<file path="src/design/dlpd_pkg.sv">
// Shared types and constants for the decimal list parser with duplicate check.
`timescale 1ns / 1ps
`default_nettype none

package dlpd_pkg;

  // Input selector codes (in_tuser)
  localparam logic [1:0] OP_CHAR  = 2'd0;
  localparam logic [1:0] OP_END   = 2'd1;
  localparam logic [1:0] OP_CLEAR = 2'd2;

  // Result status codes (out_tuser)
  localparam logic [2:0] ST_STORED   = 3'd0;
  localparam logic [2:0] ST_BAD      = 3'd1;
  localparam logic [2:0] ST_OVERFLOW = 3'd2;
  localparam logic [2:0] ST_DUP      = 3'd3;
  localparam logic [2:0] ST_FULL     = 3'd4;
  localparam logic [2:0] ST_SKIPPED  = 3'd5;

  // Argument fault codes
  localparam logic [1:0] FLT_NONE     = 2'd0;
  localparam logic [1:0] FLT_BAD      = 2'd1;
  localparam logic [1:0] FLT_OVERFLOW = 2'd2;

  // Character codes
  localparam logic [7:0] CH_MINUS = 8'h2D;
  localparam logic [7:0] CH_PLUS  = 8'h2B;
  localparam logic [7:0] CH_ZERO  = 8'h30;
  localparam logic [7:0] CH_NINE  = 8'h39;

  // Magnitude limits, widened to hold ten times a 32-bit magnitude plus a digit
  localparam int unsigned ACC_W = 36;
  localparam logic [ACC_W-1:0] LIMIT_POS = 36'h0_7FFF_FFFF;
  localparam logic [ACC_W-1:0] LIMIT_NEG = 36'h0_8000_0000;

  // Argument state seen by the control logic
  typedef struct packed {
    logic [31:0] mag;
    logic        neg;
    logic        digit_seen;
    logic [1:0]  fault;
  } tok_t;

endpackage

`default_nettype wire

</file>
<file path="src/design/dlpd_parser.sv">
// Character accumulator: sign, digit magnitude and fault tracking for one argument.
`timescale 1ns / 1ps
`default_nettype none

module dlpd_parser
  import dlpd_pkg::*;
(
  input  wire logic       clk,
  input  wire logic       rst_n,
  input  wire logic       byte_en,
  input  wire logic       clr,
  input  wire logic [7:0] ch,
  input  wire logic       list_failed,
  output tok_t            tok
);

  logic [31:0] mag_r;
  logic        neg_r;
  logic        digit_r;
  logic [1:0]  fault_r;
  logic        first_r;

  logic             is_sign;
  logic             is_digit;
  logic [3:0]       digit;
  logic [ACC_W-1:0] mag_ext;
  logic [ACC_W-1:0] next_mag;
  logic [ACC_W-1:0] limit;

  // times ten as two shifts, plus the new digit
  always_comb begin
    is_sign  = (ch == CH_MINUS) || (ch == CH_PLUS);
    is_digit = (ch >= CH_ZERO) && (ch <= CH_NINE);
    digit    = 4'(ch - CH_ZERO);
    mag_ext  = {{(ACC_W-32){1'b0}}, mag_r};
    next_mag = (mag_ext << 3) + (mag_ext << 1) + {{(ACC_W-4){1'b0}}, digit};
    limit    = neg_r ? LIMIT_NEG : LIMIT_POS;
  end

  // argument state; first fault sticks until the argument ends
  always_ff @(posedge clk) begin
    if (!rst_n || clr) begin
      mag_r   <= '0;
      neg_r   <= 1'b0;
      digit_r <= 1'b0;
      fault_r <= FLT_NONE;
      first_r <= 1'b1;
    end else if (byte_en) begin
      first_r <= 1'b0;
      if (!list_failed && fault_r == FLT_NONE) begin
        if (first_r && is_sign) begin
          neg_r <= (ch == CH_MINUS);
        end else if (!is_digit) begin
          fault_r <= FLT_BAD;
        end else begin
          digit_r <= 1'b1;
          if (next_mag > limit) begin
            fault_r <= FLT_OVERFLOW;
          end else begin
            mag_r <= next_mag[31:0];
          end
        end
      end
    end
  end

  assign tok.mag        = mag_r;
  assign tok.neg        = neg_r;
  assign tok.digit_seen = digit_r;
  assign tok.fault      = fault_r;

endmodule

`default_nettype wire

</file>
<file path="src/design/dlpd_store.sv">
// Value store: single-port-write, registered-read memory for the stored list.
`timescale 1ns / 1ps
`default_nettype none

module dlpd_store #(
  parameter int unsigned DEPTH = 64,
  parameter int unsigned IDX_W = 6
) (
  input  wire logic             clk,
  input  wire logic             wr_en,
  input  wire logic [IDX_W-1:0] wr_addr,
  input  wire logic [31:0]      wr_data,
  input  wire logic             rd_en,
  input  wire logic [IDX_W-1:0] rd_addr,
  output logic      [31:0]      rd_data
);

  logic [31:0] mem [DEPTH];

  // write port
  always_ff @(posedge clk) begin
    if (wr_en) begin
      mem[wr_addr] <= wr_data;
    end
  end

  // read port, registered
  always_ff @(posedge clk) begin
    if (rd_en) begin
      rd_data <= mem[rd_addr];
    end
  end

endmodule

`default_nettype wire

</file>
<file path="src/design/decimal_list_parse_dedup_unit.sv">
// Top level: decimal argument parser with duplicate scan over the value store.
// Character and clear transfers give no result.
// An argument end goes straight to the emit state when no scan is needed, otherwise
// through the scan state, which a duplicate ends early; emit then waits for a free
// output slot. The scan reads one stored value per cycle via the single memory read port.
// One item is in work at a time.
// Reset clears all control state; store contents stay undefined, no clearing pass.
`timescale 1ns / 1ps
`default_nettype none

module decimal_list_parse_dedup_unit
  import dlpd_pkg::*;
#(
  parameter int unsigned STORE_DEPTH = 64
) (
  input  wire logic        clk,
  input  wire logic        rst_n,
  input  wire logic        in_tvalid,
  output logic             in_tready,
  input  wire logic [7:0]  in_tdata,   // [7:0] ch
  input  wire logic [1:0]  in_tuser,   // [1:0] op
  output logic             out_tvalid,
  input  wire logic        out_tready,
  output logic [47:0]      out_tdata,  // [31:0] parsed_value, [38:32] stored_count,
                                       // [39] list_ok, [40] list_sorted, rest zero
  output logic [2:0]       out_tuser   // [2:0] status
);

  localparam int unsigned CNT_W = $clog2(STORE_DEPTH + 1);
  localparam int unsigned IDX_W = (STORE_DEPTH > 1) ? $clog2(STORE_DEPTH) : 1;
  localparam logic [CNT_W-1:0] CNT_FULL = CNT_W'(STORE_DEPTH);

  localparam logic [1:0] S_IDLE = 2'd0;
  localparam logic [1:0] S_SCAN = 2'd1;
  localparam logic [1:0] S_EMIT = 2'd2;

  logic [1:0]       state_r, state_nxt;
  logic [CNT_W-1:0] count_r;
  logic [CNT_W-1:0] scan_idx_r;
  logic             cmp_vld_r;
  logic             dup_r;
  logic             failed_r;
  logic             sorted_r;
  logic [31:0]      last_r;
  logic [31:0]      val_r;
  logic [2:0]       pre_st_r;

  logic        out_valid_r;
  logic [2:0]  out_st_r;
  logic [31:0] out_val_r;
  logic [6:0]  out_cnt_r;
  logic        out_ok_r;
  logic        out_sorted_r;

  tok_t        tok;
  logic        acc;
  logic        acc_char, acc_end, acc_clr;
  logic [2:0]  pre_st;
  logic [31:0] tok_val;
  logic        hit;
  logic        scan_issue;
  logic        slot_free;
  logic        emit;
  logic [2:0]  fin_st;
  logic        do_store;
  logic [31:0] rd_data;
  logic [CNT_W-1:0] count_inc;
  logic [CNT_W+6:0] cnt_ext;

  // input side
  assign in_tready = (state_r == S_IDLE);
  assign acc       = in_tvalid && in_tready;
  assign acc_char  = acc && (in_tuser == OP_CHAR);
  assign acc_end   = acc && (in_tuser == OP_END);
  assign acc_clr   = acc && (in_tuser == OP_CLEAR);

  dlpd_parser u_parser (
    .clk         (clk),
    .rst_n       (rst_n),
    .byte_en     (acc_char),
    .clr         (acc_end || acc_clr),
    .ch          (in_tdata),
    .list_failed (failed_r),
    .tok         (tok)
  );

  // status known at argument end, before the scan
  always_comb begin
    tok_val = tok.neg ? (32'd0 - tok.mag) : tok.mag;
    priority if (failed_r) begin
      pre_st = ST_SKIPPED;
    end else if (tok.fault == FLT_OVERFLOW) begin
      pre_st = ST_OVERFLOW;
    end else if (tok.fault != FLT_NONE || !tok.digit_seen) begin
      pre_st = ST_BAD;
    end else begin
      pre_st = ST_STORED;
    end
  end

  // duplicate scan over entries below the fill count
  assign hit        = cmp_vld_r && (rd_data == val_r);
  assign scan_issue = (state_r == S_SCAN) && !hit && (scan_idx_r != count_r);

  dlpd_store #(
    .DEPTH (STORE_DEPTH),
    .IDX_W (IDX_W)
  ) u_store (
    .clk     (clk),
    .wr_en   (do_store),
    .wr_addr (count_r[IDX_W-1:0]),
    .wr_data (val_r),
    .rd_en   (scan_issue),
    .rd_addr (scan_idx_r[IDX_W-1:0]),
    .rd_data (rd_data)
  );

  // final status and commit
  assign slot_free = !out_valid_r || out_tready;
  assign emit      = (state_r == S_EMIT) && slot_free;

  always_comb begin
    priority if (pre_st_r != ST_STORED) begin
      fin_st = pre_st_r;
    end else if (dup_r) begin
      fin_st = ST_DUP;
    end else if (count_r == CNT_FULL) begin
      fin_st = ST_FULL;
    end else begin
      fin_st = ST_STORED;
    end
  end

  assign do_store  = emit && (fin_st == ST_STORED);
  assign count_inc = count_r + CNT_W'(1);

  // sequencer
  always_comb begin
    state_nxt = state_r;
    unique case (state_r)
      S_IDLE: begin
        if (acc_end) begin
          state_nxt = (pre_st == ST_STORED && count_r != '0) ? S_SCAN : S_EMIT;
        end
      end
      S_SCAN: begin
        if (hit || scan_idx_r == count_r) begin
          state_nxt = S_EMIT;
        end
      end
      S_EMIT: begin
        if (slot_free) begin
          state_nxt = S_IDLE;
        end
      end
      default: state_nxt = S_IDLE;
    endcase
  end

  // control state
  always_ff @(posedge clk) begin
    if (!rst_n) begin
      state_r    <= S_IDLE;
      count_r    <= '0;
      scan_idx_r <= '0;
      cmp_vld_r  <= 1'b0;
      dup_r      <= 1'b0;
      failed_r   <= 1'b0;
      sorted_r   <= 1'b1;
      last_r     <= '0;
    end else begin
      state_r   <= state_nxt;
      cmp_vld_r <= scan_issue;
      if (scan_issue) begin
        scan_idx_r <= scan_idx_r + CNT_W'(1);
      end
      if (state_r == S_SCAN && hit) begin
        dup_r <= 1'b1;
      end
      if (acc_clr) begin
        count_r  <= '0;
        failed_r <= 1'b0;
        sorted_r <= 1'b1;
        last_r   <= '0;
      end
      if (acc_end) begin
        scan_idx_r <= '0;
        dup_r      <= 1'b0;
      end
      if (emit) begin
        if (fin_st != ST_STORED) begin
          failed_r <= 1'b1;
        end else begin
          count_r <= count_inc;
          last_r  <= val_r;
          if (count_r != '0 && $signed(val_r) <= $signed(last_r)) begin
            sorted_r <= 1'b0;
          end
        end
      end
    end
  end

  // argument held for the scan
  always_ff @(posedge clk) begin
    if (acc_end) begin
      val_r    <= tok_val;
      pre_st_r <= pre_st;
    end
  end

  // output register
  always_ff @(posedge clk) begin
    if (!rst_n) begin
      out_valid_r <= 1'b0;
    end else if (emit) begin
      out_valid_r <= 1'b1;
    end else if (out_tready) begin
      out_valid_r <= 1'b0;
    end
  end

  assign cnt_ext = {7'd0, (do_store ? count_inc : count_r)};

  always_ff @(posedge clk) begin
    if (emit) begin
      out_st_r     <= fin_st;
      out_val_r    <= do_store ? val_r : 32'd0;
      out_cnt_r    <= cnt_ext[6:0];
      out_ok_r     <= !failed_r && do_store;
      out_sorted_r <= do_store ? (sorted_r && !(count_r != '0 &&
                      $signed(val_r) <= $signed(last_r))) : sorted_r;
    end
  end

  assign out_tvalid = out_valid_r;
  assign out_tuser  = out_st_r;
  assign out_tdata  = {7'd0, out_sorted_r, out_ok_r, out_cnt_r, out_val_r};

`ifndef NO_ASSERTIONS
  a_wr_below_full: assert property (@(posedge clk) disable iff (!rst_n)
    do_store |-> (count_r < CNT_FULL))
    else $error("store write at full count");

  a_rd_below_count: assert property (@(posedge clk) disable iff (!rst_n)
    scan_issue |-> (scan_idx_r < count_r))
    else $error("scan read beyond fill count");

  a_count_step: assert property (@(posedge clk) disable iff (!rst_n)
    do_store |=> (count_r == $past(count_inc)))
    else $error("fill count did not advance after store");

  a_value_zero: assert property (@(posedge clk) disable iff (!rst_n)
    (out_tvalid && out_tuser != ST_STORED) |-> (out_tdata[31:0] == 32'd0))
    else $error("value not zero on failed argument");
`endif

endmodule

`default_nettype wire
</file>
<file path="config.mk">
export PLATFORM = sky130hd
export DESIGN_NAME = decimal_list_parse_dedup_unit
export DESIGN_NICKNAME = d
export VERILOG_FILES = /design/src/design/dlpd_pkg.sv /design/src/design/dlpd_parser.sv /design/src/design/dlpd_store.sv /design/src/design/decimal_list_parse_dedup_unit.sv
export SDC_FILE = /design/constraint.sdc
export NUM_CORES = 2
export LEC_CHECK = 0
export ABC_CLOCK_PERIOD_IN_PS = 5620
export BUFFER_PORTS_ARGS = -buffer_cell sky130_fd_sc_hd__buf_2
export CAP_MARGIN = 30
export CORE_MARGIN = 3
export CORE_UTILIZATION = 35
export CTS_CLUSTER_SIZE = 30
export DETAILED_ROUTE_END_ITERATION = 8
export PLACE_DENSITY = 0.54
export SYNTH_ARGS = -nofsm -noshare
export SYNTH_HDL_FRONTEND = slang
export SYNTH_SLANG_ARGS = --single-unit
</file>
<file path="constraint.sdc">
create_clock -name clk -period 5.62 [get_ports clk]
set_input_delay 1.124 -clock clk [delete_from_list [all_inputs] [get_ports clk]]
set_output_delay 1.124 -clock clk [all_outputs]
set_load 0.01 [all_outputs]
</file>
==> metrics <==
standard-cell row count=185; post-route clock skew=0.0777 ns; # IOs=67; maximum operating frequency=187 MHz; H-tree depth=4; Yosys top cell area share=72.4%; Worst setup SP type=input pin; most prevalent standard cell on the critical path=sky130_fd_sc_hd__ha_1; EDFF count, synth=2159; min setup slack post-route=0.284 ns; violation count after the first detailed-routing iteration=5490; final critical-path share of the clock period=94.9%; largest incremental delay on the critical path=0.56 ns; crit path capture type=register; 1st-pass router iterations=5; leakage power summed over all cells=0.0321 µW; number of instances on the worst hold path=2; first-pass GRT wire length=350000 µm; register clock-pin slew on the reported worst setup and hold paths=0.06 ns; synth-to-layout area growth=15.7%; Power Internal=26500 µW; outcome=finished clean; DR vias=44.7k; Relative slew margins=28.9%; worst-path maximum fanout=23; post-route DRC violation count=0; required time worst endpoint=6.27 ns; Max Cap Violations=0; core area=254000 µm²; number of clock sinks=2249; number of library cell types mapped by synthesis=72; number of warning messages in the yosys log=0; type of the worst setup path=in2reg; Mapped Area=89600 µm²; top cells by area, synth=sky130_fd_sc_hd__edfxtp_1, sky130_fd_sc_hd__mux4_2, sky130_fd_sc_hd__dfxtp_1, sky130_fd_sc_hd__ha_1, sky130_fd_sc_hd__xnor2_1; area post-placement=96400 µm²; buffering stage count on the worst path with inverters included=2; setup TNS=0 ns; Starting Density=35.2%; Critical R2R Capture=u_parser.mag_r[0]$_SDFFE_PP0P_; met3 WL=16200 µm; final hold slack=0.496 ns; list of cells traversed by the critical path=buf_2 > ha_1 > ha_1 > fa_1 > a211oi_2 > o211ai_1 > a21oi_2 > a21oi_1 > o21ai_2 > o21bai_1 > xor2_1 > ha_1 > nand4_1 > or4_1 > or2_0 > a221o_1 > a31oi_2 > o2111ai_2 > buf_12 > o21ai_0 > a21oi_1; startpoint of the lowest-slack hold path=u_parser.first_r$_SDFFE_PP1P_; maximum number of pins on one net before global-route repair=77; Crit Reg-Reg Startpoint=u_parser.mag_r[21]$_SDFFE_PP0P_; relative contribution of sequential cells to total power=55.2%; net switching share of the total power=19.6%; DR WL met2=118000 µm; sequential element share of the synthesized area=74.4%; remaining antenna violation count=0; routed metal-1 wirelength=108000 µm; Power per Cell Area=318 nW/µm²; worst path arrival time=5.98 ns; number of buffers added on ports=59; post-layout min period=5.34 ns; most common cell after layout, fill and taps aside=sky130_fd_sc_hd__edfxtp_1; CTS tree=built; overall track demand over capacity in global routing=18.8%; share of synthesized registers carrying an async set or reset=0%; placed wire-length estimate after detailed placement=144000 µm; Finish-stage setup viols=0; setup slack, reg-to-reg=0.33 ns; root buffer selected by CTS=sky130_fd_sc_hd__clkbuf_16; largest vdd supply drop=0.000337 V; clock power share=44.4%; insertion delay to the later sink of the worst-skew pair=0.87 ns; average wire per standard cell=30.8 µm; quantity of hold-fixing buffers added after cts=0; Synth Area per Inst=21.5 µm²; global-route congestion overflow total=0; switching power total=6450 µW; Nets=4665; power share of the combinational group=0.5%; depth of the worst register-to-register path=18; Final Slew Violations=0; Placement Setup Slack=-0.739 ns; fraction of layout instances using a drive strength above 1=29.8%; Routability Congestion=0.838; die footprint=262000 µm²; commonest cells after routing, fill and taps aside=sky130_fd_sc_hd__edfxtp_1, sky130_fd_sc_hd__mux4_2, sky130_fd_sc_hd__clkbuf_16; highest routing layer actually used=met5; vias in the first global route=44.7k; total CTS buffers=225; total detailed-routing wirelength=249000 µm; initial antenna violation count=18; post-layout instance area=104000 µm²; Gate Count Post-Synth=4174; final hold violations=0; Hold Crit Class=reg2reg; post-synth top area cell=sky130_fd_sc_hd__edfxtp_1; Via density=5.53; width of the chip=512 µm; buffer levels on the longest clock path=3; slowest library cell on the worst path=sky130_fd_sc_hd__or4_1; Slew @ Worst Pin=1.07 ns; flip-flop and latch count after synthesis=2249; height of the die=512 µm; hold worst-path end=u_parser.first_r$_SDFFE_PP1P_; ys flop type=sky130_fd_sc_hd__edfxtp_1; dominant delay contributor by cell family on the critical path=compound AO/OA/AOI/OAI gates; beginning of the critical path=in_tdata[2]
-- state kept, by name, indices dropped and copies added (netlist names), 2 cells and up --
signal	flops
out_cnt_r	7
u_parser.fault_r	2
u_parser.mag_r	32
u_store.rd_data	32
state_r	2
out_val_r	32
pre_st_r	3
u_store.mem	2048
out_tuser	3
val_r	32
last_r	32
count_r	7
scan_idx_r	7
-- Yosys cell counts, types with 57 or more instances --
| cell | instances |
|---|---|
| sky130_fd_sc_hd__a21oi_1 | 127 |
| sky130_fd_sc_hd__clkbuf_1 | 161 |
| sky130_fd_sc_hd__dfxtp_1 | 90 |
| sky130_fd_sc_hd__edfxtp_1 | 2159 |
| sky130_fd_sc_hd__ha_1 | 131 |
| sky130_fd_sc_hd__inv_1 | 57 |
| sky130_fd_sc_hd__mux4_2 | 672 |
| sky130_fd_sc_hd__nand2_1 | 61 |
| sky130_fd_sc_hd__nand3_1 | 63 |
| sky130_fd_sc_hd__nor2_1 | 111 |
| sky130_fd_sc_hd__o21ai_0 | 70 |
| sky130_fd_sc_hd__xnor2_1 | 77 |
-- per-layer routing --
layer	global-route usage, %	vias up
met5	0	-
met4	5.02	2
met3	2.72	316
met2	29.9	1682
met1	27.1	24400
li1	-	18300
-- tightest hold or removal path: stages (launching register included) --
cell and delay (ns):
sky130_fd_sc_hd__dfxtp_1 0.29, sky130_fd_sc_hd__inv_1 0.08, sky130_fd_sc_hd__o21bai_1 0.07
-- power groups by stage --
stage	Clock [µW]	Sequential [µW]	Combinational (µW)
3_3_place_gp	0	18500	145
2_1_floorplan	0	18500	49.2
4_1_cts	14900	18200	153
6_report	14600	18200	155
3_5_place_dp	0	18500	153
5_1_grt	15600	18100	167
-- through the flow --
| step | util [%] | instances | power, µW |
|---|---|---|---|
| 2_1_floorplan | - | 4180 | 18600 |
| 3_3_place_gp | 37.8 | 7647 | 18700 |
| 3_5_place_dp | 37.9 | 7655 | 18700 |
| 4_1_cts | 40.7 | 8069 | 33200 |
| 5_1_grt | 40.7 | 8072 | 33900 |
| 6_report | 40.7 | 8081 | 32900 |
-- how the worst max path moves through the flow --
stage / to / slack (ns) / depth (start not counted)
6_report: u_parser.mag_r[0]$_SDFFE_PP0P_ / 0.28 / 21
3_3_place_gp: u_parser.mag_r[5]$_SDFFE_PP0P_ / -0.68 / 20
3_5_place_dp: u_parser.mag_r[4]$_SDFFE_PP0P_ / -0.74 / 20
2_1_floorplan: u_parser.mag_r[26]$_SDFFE_PP0P_ / 0.008 / 20
4_1_cts: u_parser.mag_r[4]$_SDFFE_PP0P_ / 0.14 / 19
5_1_grt: u_parser.mag_r[0]$_SDFFE_PP0P_ / -0.02 / 21
-- area by class of cell --
type	instances	area [µm²]
antenna	10	25.0
clock buffer	293	6000
clock inverter	121	1140
fill	22100	151000
inverter	57	214
multi-input combinational	1660	22500
sequential	2249	66700
tap	3366	4210
timing repair buffer	325	2870
-- what timing repair did --
action | in CTS | in global routing
buffers inserted | 0 | 1
resized for setup | 0 | 12
endpoints found under the setup margin | 0 | 33
-- cells by family after synthesis --
kind of cell | count (synthesis) | synth area share, %
DFF | 2249 | 74.4
muxes | 676 | 16.9
and+or+nand+nor | 429 | 2.51
AOI/OAI and AO/OA | 306 | 2.07
buffers and inverters | 271 | 1.18
adders and majority gates | 133 | 1.87
xor gates and xnor gates | 109 | 1.07
other | 1 | 0.00419
Note: power is estimated with default switching activity, not from simulation.
